--- config.mk ---
export PLATFORM = sky130hd
export DESIGN_NAME = stpc_back
export DESIGN_NICKNAME = d
export VERILOG_FILES = /design/src/stpc_pkg.sv /design/src/stpc_back.sv
export VERILOG_INCLUDE_DIRS = /design/src /design/src/src
export SDC_FILE = /design/constraint.sdc
export NUM_CORES = 2
export LEC_CHECK = 0
export BUFFER_PORTS_ARGS = -buffer_cell sky130_fd_sc_hd__buf_4
export CAP_MARGIN = 20
export CORE_UTILIZATION = 24
export CTS_BUF_LIST = sky130_fd_sc_hd__clkbuf_8
export CTS_CLUSTER_DIAMETER = 50
export DETAILED_ROUTE_END_ITERATION = 7
export GPL_TIMING_DRIVEN = 0
export SETUP_SLACK_MARGIN = 0.05
export SYNTH_ARGS = -nofsm -noshare
export SYNTH_HDL_FRONTEND = slang
export SYNTH_SLANG_ARGS = --single-unit
--- constraint.sdc ---
create_clock -name clk_i -period 25.3 [get_ports clk_i]
set_clock_uncertainty 0.05 [all_clocks]
set_input_delay 1.265 -clock clk_i [delete_from_list [all_inputs] [get_ports clk_i]]
set_output_delay 1.265 -clock clk_i [all_outputs]
set_load 0.01 [all_outputs]
--- src/shape_table_pixel_coverage_macros.svh ---
// assertion helpers for the shape table rtl
`ifndef SHAPE_TABLE_PIXEL_COVERAGE_MACROS_SVH
`define SHAPE_TABLE_PIXEL_COVERAGE_MACROS_SVH

// same-cycle implication, off while reset is asserted
`define STPC_ASSERT_IMP(lbl, clk, rstn, ante, cons, msg) \
  lbl: assert property (@(posedge clk) disable iff (!rstn) (ante) |-> (cons)) \
    else $error(msg);

// next-cycle implication, off while reset is asserted
`define STPC_ASSERT_NXT(lbl, clk, rstn, ante, cons, msg) \
  lbl: assert property (@(posedge clk) disable iff (!rstn) (ante) |=> (cons)) \
    else $error(msg);

`endif

--- src/stpc_pkg.sv ---
package stpc_pkg;

  localparam int unsigned MAX_SHAPES_DEF = 16;
  localparam int unsigned FRAC_BITS_DEF  = 4;

  localparam int unsigned COORD_W    = 16;
  localparam int unsigned RADIUS_W   = 15;
  localparam int unsigned DEPTH_W    = 8;
  localparam int unsigned PIX_W      = 11;
  localparam int unsigned HIT_W      = 4;
  localparam int unsigned CFG_IDX_W  = 1;
  localparam int unsigned CFG_DATA_W = 8;

  typedef enum logic {
    OP_ADD   = 1'b0,
    OP_QUERY = 1'b1
  } op_e;

  typedef enum logic [1:0] {
    KIND_POINT   = 2'd0,
    KIND_SEGMENT = 2'd1,
    KIND_RECT    = 2'd2,
    KIND_CIRCLE  = 2'd3
  } kind_e;

  typedef enum logic [1:0] {
    ST_OK       = 2'd0,
    ST_BAD_GEOM = 2'd1,
    ST_FULL     = 2'd2
  } status_e;

  typedef enum logic [CFG_IDX_W-1:0] {
    CFG_DRAW_DEPTH   = 1'b0,
    CFG_DEPTH_FILTER = 1'b1
  } cfg_reg_e;

  typedef enum logic [1:0] {
    BK_IDLE,
    BK_SCAN,
    BK_DRAIN,
    BK_RESULT
  } back_state_e;

  // decoded item as it waits in the queue; bx carries the radius for circles
  typedef struct packed {
    op_e                       op;
    kind_e                     kind;
    logic                      bad;
    logic signed [COORD_W-1:0] ax;
    logic signed [COORD_W-1:0] ay;
    logic signed [COORD_W-1:0] bx;
    logic signed [COORD_W-1:0] by;
    logic [DEPTH_W-1:0]        depth;
    logic [PIX_W-1:0]          qx;
    logic [PIX_W-1:0]          qy;
  } item_t;

  // one table entry
  typedef struct packed {
    kind_e                     kind;
    logic signed [COORD_W-1:0] ax;
    logic signed [COORD_W-1:0] ay;
    logic signed [COORD_W-1:0] bx;
    logic signed [COORD_W-1:0] by;
    logic [DEPTH_W-1:0]        layer;
  } shape_t;

endpackage

--- src/stpc_back.sv ---
`include "shape_table_pixel_coverage_macros.svh"

module stpc_back #(
  parameter int unsigned MAX_SHAPES = stpc_pkg::MAX_SHAPES_DEF,
  parameter int unsigned FRAC_BITS  = stpc_pkg::FRAC_BITS_DEF
) (
  input  logic                              clk_i,
  input  logic                              rst_ni,
  input  logic                              q_valid_i,
  output logic                              q_ready_o,
  input  stpc_pkg::item_t                   q_item_i,
  input  logic                              cfg_we_i,
  input  logic [stpc_pkg::CFG_IDX_W-1:0]    cfg_idx_i,
  input  logic [stpc_pkg::CFG_DATA_W-1:0]   cfg_wdata_i,
  output logic                              out_valid_o,
  input  logic                              out_ready_i,
  output logic                              filled_o,
  output logic [stpc_pkg::HIT_W-1:0]        hit_index_o,
  output logic [1:0]                        status_o
);

  localparam int unsigned IDX_W = (MAX_SHAPES > 1) ? $clog2(MAX_SHAPES) : 1;
  localparam int unsigned CNT_W = $clog2(MAX_SHAPES + 1);
  localparam int unsigned QW    = stpc_pkg::PIX_W + FRAC_BITS;
  localparam int unsigned DW    = ((QW + 1 > stpc_pkg::COORD_W) ? QW + 1 : stpc_pkg::COORD_W) + 1;
  localparam int unsigned PW    = 2 * DW;
  localparam int unsigned RW    = 2 * stpc_pkg::RADIUS_W;
  localparam int unsigned CW    = stpc_pkg::COORD_W;

  // configuration registers
  logic [stpc_pkg::DEPTH_W-1:0] draw_depth_q;
  logic                         filter_on_q;

  always_ff @(posedge clk_i or negedge rst_ni) begin
    if (!rst_ni) begin
      draw_depth_q <= '0;
      filter_on_q  <= 1'b0;
    end else if (cfg_we_i) begin
      case (stpc_pkg::cfg_reg_e'(cfg_idx_i))
        stpc_pkg::CFG_DRAW_DEPTH:   draw_depth_q <= cfg_wdata_i;
        stpc_pkg::CFG_DEPTH_FILTER: filter_on_q  <= cfg_wdata_i[0];
        default: ;
      endcase
    end
  end

  // shape table
  stpc_pkg::shape_t mem_q [MAX_SHAPES];
  stpc_pkg::shape_t rd_data_q;
  stpc_pkg::shape_t wr_data;

  stpc_pkg::back_state_e state_q, state_d;
  logic [CNT_W-1:0]      cnt_q, cnt_d;
  logic [IDX_W-1:0]      rd_idx_q, rd_idx_d;
  logic [CNT_W-1:0]      next_idx_ext;
  logic                  last;
  logic                  full;
  logic                  slot_free;
  logic                  pop;
  logic                  issue;
  logic                  mem_we;
  logic                  qlatch;
  logic                  ld;
  logic                  ld_filled;
  logic [IDX_W+stpc_pkg::HIT_W-1:0] ld_hit;
  stpc_pkg::status_e     ld_status;

  logic [QW-1:0]         px_q, py_q;

  // pipeline: s1 holds the read entry, s2 the products
  logic                  s1_vld_q;
  logic [IDX_W-1:0]      s1_idx_q;
  logic                  s2_vld_q;
  logic [IDX_W-1:0]      s2_idx_q;
  logic                  s2_elig_q;
  logic                  s2_circ_q;
  logic                  s2_box_hit_q;
  logic [PW-1:0]         dx2_q, dy2_q;
  logic [RW-1:0]         rr_q;

  logic                  found_q;
  logic [IDX_W-1:0]      hit_idx_q;

  logic                  out_vld_q;
  logic                  filled_q;
  logic [stpc_pkg::HIT_W-1:0] hit_q;
  logic [1:0]            status_q;

  assign full         = (cnt_q == CNT_W'(MAX_SHAPES));
  assign slot_free    = !out_vld_q || out_ready_i;
  assign next_idx_ext = CNT_W'(rd_idx_q) + CNT_W'(1);
  assign last         = (next_idx_ext == cnt_q);
  assign q_ready_o    = pop;

  always_comb begin
    wr_data.kind  = q_item_i.kind;
    wr_data.ax    = q_item_i.ax;
    wr_data.ay    = q_item_i.ay;
    wr_data.bx    = q_item_i.bx;
    wr_data.by    = q_item_i.by;
    wr_data.layer = q_item_i.depth;
  end

  always_comb begin
    state_d   = state_q;
    cnt_d     = cnt_q;
    rd_idx_d  = rd_idx_q;
    pop       = 1'b0;
    issue     = 1'b0;
    mem_we    = 1'b0;
    qlatch    = 1'b0;
    ld        = 1'b0;
    ld_filled = 1'b0;
    ld_hit    = '0;
    ld_status = stpc_pkg::ST_OK;
    case (state_q)
      stpc_pkg::BK_IDLE: begin
        if (q_valid_i) begin
          if (q_item_i.op == stpc_pkg::OP_ADD) begin
            if (slot_free) begin
              pop = 1'b1;
              ld  = 1'b1;
              if (q_item_i.bad) begin
                ld_status = stpc_pkg::ST_BAD_GEOM;
              end else if (full) begin
                ld_status = stpc_pkg::ST_FULL;
              end else begin
                mem_we = 1'b1;
                cnt_d  = cnt_q + CNT_W'(1);
              end
            end
          end else begin
            pop      = 1'b1;
            qlatch   = 1'b1;
            rd_idx_d = '0;
            state_d  = (cnt_q == '0) ? stpc_pkg::BK_RESULT : stpc_pkg::BK_SCAN;
          end
        end
      end
      stpc_pkg::BK_SCAN: begin
        issue = 1'b1;
        if (last) begin
          state_d = stpc_pkg::BK_DRAIN;
        end else begin
          rd_idx_d = rd_idx_q + IDX_W'(1);
        end
      end
      stpc_pkg::BK_DRAIN: begin
        if (!s1_vld_q && !s2_vld_q) begin
          state_d = stpc_pkg::BK_RESULT;
        end
      end
      stpc_pkg::BK_RESULT: begin
        if (slot_free) begin
          ld        = 1'b1;
          ld_filled = found_q;
          ld_hit    = found_q ? (IDX_W + stpc_pkg::HIT_W)'(hit_idx_q) : '0;
          state_d   = stpc_pkg::BK_IDLE;
        end
      end
      default: state_d = stpc_pkg::BK_IDLE;
    endcase
  end

  always_ff @(posedge clk_i or negedge rst_ni) begin
    if (!rst_ni) begin
      state_q  <= stpc_pkg::BK_IDLE;
      cnt_q    <= '0;
      rd_idx_q <= '0;
    end else begin
      state_q  <= state_d;
      cnt_q    <= cnt_d;
      rd_idx_q <= rd_idx_d;
    end
  end

  // table write and registered read
  always_ff @(posedge clk_i) begin
    if (mem_we) begin
      mem_q[cnt_q[IDX_W-1:0]] <= wr_data;
    end
    rd_data_q <= mem_q[rd_idx_q];
  end

  always_ff @(posedge clk_i) begin
    if (qlatch) begin
      px_q <= QW'(q_item_i.qx) << FRAC_BITS;
      py_q <= QW'(q_item_i.qy) << FRAC_BITS;
    end
  end

  // s1: differences, box and point tests, products
  logic signed [DW-1:0] pxs, pys, axs, ays, los_x, his_x, los_y, his_y;
  logic signed [DW-1:0] dx, dy;
  logic signed [PW-1:0] dx2, dy2;
  logic signed [CW-1:0] lo_x, hi_x, lo_y, hi_y;
  logic                 elig;
  logic                 box_hit;

  assign pxs   = signed'({{(DW-QW){1'b0}}, px_q});
  assign pys   = signed'({{(DW-QW){1'b0}}, py_q});
  assign axs   = signed'({{(DW-CW){rd_data_q.ax[CW-1]}}, rd_data_q.ax});
  assign ays   = signed'({{(DW-CW){rd_data_q.ay[CW-1]}}, rd_data_q.ay});
  assign lo_x  = (rd_data_q.ax < rd_data_q.bx) ? rd_data_q.ax : rd_data_q.bx;
  assign hi_x  = (rd_data_q.ax < rd_data_q.bx) ? rd_data_q.bx : rd_data_q.ax;
  assign lo_y  = (rd_data_q.ay < rd_data_q.by) ? rd_data_q.ay : rd_data_q.by;
  assign hi_y  = (rd_data_q.ay < rd_data_q.by) ? rd_data_q.by : rd_data_q.ay;
  assign los_x = signed'({{(DW-CW){lo_x[CW-1]}}, lo_x});
  assign his_x = signed'({{(DW-CW){hi_x[CW-1]}}, hi_x});
  assign los_y = signed'({{(DW-CW){lo_y[CW-1]}}, lo_y});
  assign his_y = signed'({{(DW-CW){hi_y[CW-1]}}, hi_y});
  assign dx    = pxs - axs;
  assign dy    = pys - ays;
  assign dx2   = dx * dx;
  assign dy2   = dy * dy;
  assign elig  = !filter_on_q || (rd_data_q.layer <= draw_depth_q);

  always_comb begin
    case (rd_data_q.kind)
      stpc_pkg::KIND_POINT: box_hit = (pxs == axs) && (pys == ays);
      stpc_pkg::KIND_SEGMENT,
      stpc_pkg::KIND_RECT:  box_hit = (pxs >= los_x) && (pxs <= his_x) &&
                                      (pys >= los_y) && (pys <= his_y);
      default:              box_hit = 1'b0;
    endcase
  end

  always_ff @(posedge clk_i) begin
    s1_idx_q     <= rd_idx_q;
    s2_idx_q     <= s1_idx_q;
    s2_elig_q    <= elig;
    s2_circ_q    <= (rd_data_q.kind == stpc_pkg::KIND_CIRCLE);
    s2_box_hit_q <= box_hit;
    dx2_q        <= dx2;
    dy2_q        <= dy2;
    rr_q         <= rd_data_q.bx[stpc_pkg::RADIUS_W-1:0] * rd_data_q.bx[stpc_pkg::RADIUS_W-1:0];
  end

  // s2: squared distance against squared radius
  logic [PW:0] d2;
  logic        s2_hit;

  assign d2     = {1'b0, dx2_q} + {1'b0, dy2_q};
  assign s2_hit = s2_elig_q && (s2_circ_q ? (d2 <= (PW + 1)'(rr_q)) : s2_box_hit_q);

  always_ff @(posedge clk_i or negedge rst_ni) begin
    if (!rst_ni) begin
      s1_vld_q <= 1'b0;
      s2_vld_q <= 1'b0;
      found_q  <= 1'b0;
    end else begin
      s1_vld_q <= issue;
      s2_vld_q <= s1_vld_q;
      if (qlatch) begin
        found_q <= 1'b0;
      end else if (s2_vld_q && s2_hit && !found_q) begin
        found_q <= 1'b1;
      end
    end
  end

  always_ff @(posedge clk_i) begin
    if (s2_vld_q && s2_hit && !found_q) begin
      hit_idx_q <= s2_idx_q;
    end
  end

  // output register
  always_ff @(posedge clk_i or negedge rst_ni) begin
    if (!rst_ni) begin
      out_vld_q <= 1'b0;
    end else if (ld) begin
      out_vld_q <= 1'b1;
    end else if (out_ready_i) begin
      out_vld_q <= 1'b0;
    end
  end

  always_ff @(posedge clk_i) begin
    if (ld) begin
      filled_q <= ld_filled;
      hit_q    <= ld_hit[stpc_pkg::HIT_W-1:0];
      status_q <= ld_status;
    end
  end

  assign out_valid_o = out_vld_q;
  assign filled_o    = filled_q;
  assign hit_index_o = hit_q;
  assign status_o    = status_q;

  `STPC_ASSERT_IMP(a_cnt_bound, clk_i, rst_ni, 1'b1, cnt_q <= CNT_W'(MAX_SHAPES), "shape count past table size")
  `STPC_ASSERT_NXT(a_full_keeps_cnt, clk_i, rst_ni, pop && (q_item_i.op == stpc_pkg::OP_ADD) && full, $stable(cnt_q), "add into full table changed count")
  `STPC_ASSERT_IMP(a_idle_drained, clk_i, rst_ni, state_q == stpc_pkg::BK_IDLE, !s1_vld_q && !s2_vld_q, "scan pipeline busy while idle")
  `STPC_ASSERT_IMP(a_hit_in_table, clk_i, rst_ni, found_q, CNT_W'(hit_idx_q) < cnt_q, "hit index beyond stored shapes")

endmodule

==> impl_metrics.yaml <==
grt:
  antenna_found_initial: 62
  grt_pass1_wl_um: 341000
  grt_overflow: 0
  gr-usage-all-layers: 0.132
  grt_max_degree: 48
  first_global_vias: 53100
setup_path:
  r2r-start: "axs[0]$_DFF_P_"
  reg2reg_to: "dx2_q[32]$_DFF_P_"
  worst-setup-path-type: "reg -> reg"
  crit_path_end_kind: "flip-flop"
  start_kind: "flip-flop"
  cp_data_arrival_time_ps: 11940
  rr_worst_depth: 34
  cp_max_fo: 11
  max_stage_delay_ps: 660
  rrSetupSlack_ps: 14090
  slowest_stage: "clkbuf_1"
  worstPathRequired_ps: 26030
cells_and_area:
  multiInputGateArea_mm2: 0.0371
  fillerInstances: 34600
  area_growth_pct: 14.7
  final_cell_mix: "edfxtp_1 (1217), inv_1 (1030), fa_1 (666)"
  nets: 7767
  drive_above_1_share: 0.113
  seq_area_mm2: 0.0407
  final_common_cell: "edfxtp_1"
drt:
  antenna_left: 0
  viasPerCell: 4.46
  wl_um: 230000
  wl_per_cell_um: 20.4
  drcViolationCount: 0
  vias: 50300
  dr.pass1.iters: 7
  drt_iter0_drc: 3971
cts:
  cts_sinks: 1421
  clockBufferDepth: 3
  cts_tree: "yes"
  ctsHtreeMaxLevel: 4
  tritoncts.num_buffers: 216
  clkSlewWorstSetupHoldPaths_ps: 60
  clkLatencyLatePin_ps: 970
  cts-resized-gates: 0
  post_cts_buffers: 0
  root_buffer: "clkbuf_8"
  cts_hold_buffers: 0
yosys:
  synth-edff-count: 1217
  synthArstFlopShare: 0.0169
  synth-main-ff-cell: "edfxtp_1"
  synth_warnings: 0
  syn_nets: 7380
  synthCells: 6150
  avgSynthCellArea_um2: 13.4
  netlist_area_mm2: 0.0822
  ys_ff_latch: 1421
  synth.distinct_cells: 80
  ys_seq_area_frac: 0.496
timing:
  drv_slew: 0
  hold_viol: 0
  rsz0062_at_grt: "no"
  maxSlewHeadroom: 0.194
  timing.final.crit_share: 0.443
  min_period_ps: 11210
  fmax_mhz: 89.2
  tightest_slew_ps: 1200
  setup_tns_ps: 0
  setup_viol: 0
die:
  die_area_mm2: 0.345
  die_h_um: 587
  num_rows: 214
  initial_core_util: 0.242
  io_pins: 121
  coreArea_mm2: 0.340
  die_w_um: 587
place:
  place.port_buffers: 120
  globalplace.congestion: 0.883
  dpl.hpwl_um: 169000
run_status:
  status: "completed"
job:
  drv_cap: 0
worst_hold_path:
  worstHoldPathType: "in -> async"
## worst max-delay path: cells and delay by family (launching register included)
| kind | cells | cell delay [ps] |
|---|---|---|
| compound gates | 10 | 2360 |
| xor+xnor | 3 | 770 |
| simple gates | 4 | 1350 |
| fa+ha+maj | 8 | 3570 |
| buf+inv | 9 | 2540 |
| flops | 1 | 410 |
## worst max-delay path by stage
stage / slack (ps) / cells past startpoint / end / from
floorplan: 16800 / 36 / dy2_q[32]$_DFF_P_ / ays[0]$_DFF_P_
global placement: 14040 / 32 / dy2_q[32]$_DFF_P_ / ays[0]$_DFF_P_
detailed placement: 14270 / 34 / dx2_q[32]$_DFF_P_ / axs[0]$_DFF_P_
CTS: 14230 / 34 / dx2_q[32]$_DFF_P_ / axs[0]$_DFF_P_
global route: 13700 / 34 / dx2_q[32]$_DFF_P_ / axs[0]$_DFF_P_
finish: 14090 / 34 / dx2_q[32]$_DFF_P_ / axs[0]$_DFF_P_
## layout make-up
cell class,count,area share
well taps,4536,0.0602
clock buffers,248,0.0362
inverters,969,0.0386
flip-flops and latches,1421,0.432
multi-input cells,3563,0.394
repair buffers,169,0.0193
plain buffers,197,0.00795
clock inverters,160,0.0113
diodes,11,0.000292
## per-stage QoR
step                worst slack [ps]  cells  hold WS, ps   util  instance area [µm²]
floorplan                      16800   6150          260      -                82200
global placement               14040  10800          271  0.261                88800
detailed placement             14270  10800          273  0.263                89700
CTS                            14230  11300          129  0.277                94100
global route                   13700  11300          156  0.277                94200
finish                         14090  11300          194  0.277                94300
## per-layer routing
metal	up-vias	GRT usage	part of all wire
met1	26000	0.164	0.41
met2	1543	0.227	0.49
li1	22300	-	-
met3	411	0.0303	0.072
met4	58	0.0367	0.027
met5	-	0	0.0017
## cell usage after synthesis (all sizes together) (25+ instances only)
cell type  instances  share of area
nor3              31         0.0019
clkbuf           162         0.0074
mux2i            251          0.031
nand3             31         0.0019
mux2              80          0.011
and2              66         0.0050
dfxtp            180          0.044
inv              957          0.044
xor2              53         0.0056
a21oi            228          0.014
fa               666           0.16
nand2            358          0.016
a221oi            77         0.0082
a21o             109          0.010
o21bai            25         0.0023
a22oi             74         0.0068
o21ai            230          0.014
edfxtp          1217           0.44
xnor2            124          0.013
mux4             148          0.041
nor2             285          0.013
nand4             31         0.0024
ha               452          0.069
buf               35         0.0017
## registers in the layout, indices dropped and copies added (netlist names), 16 cells and up
register	cells
mem_q	1184
rd_data_q	42
dx2_q	33
dy2_q	33
rr_q	29
axs	16
ays	16
## cell families after synthesis
kind of cell	Yosys count	synth area share
adders and majority gates	1118	0.231
DFF	1421	0.496
and+or+nand+nor	899	0.0484
buffers and inverters	1166	0.0534
AOI/OAI and AO/OA	890	0.0704
xor gates and xnor gates	177	0.0191
muxes	479	0.0821
Power is not shown: default switching activity piles up to over one toggle a cycle in this logic, so the estimate is an artifact.
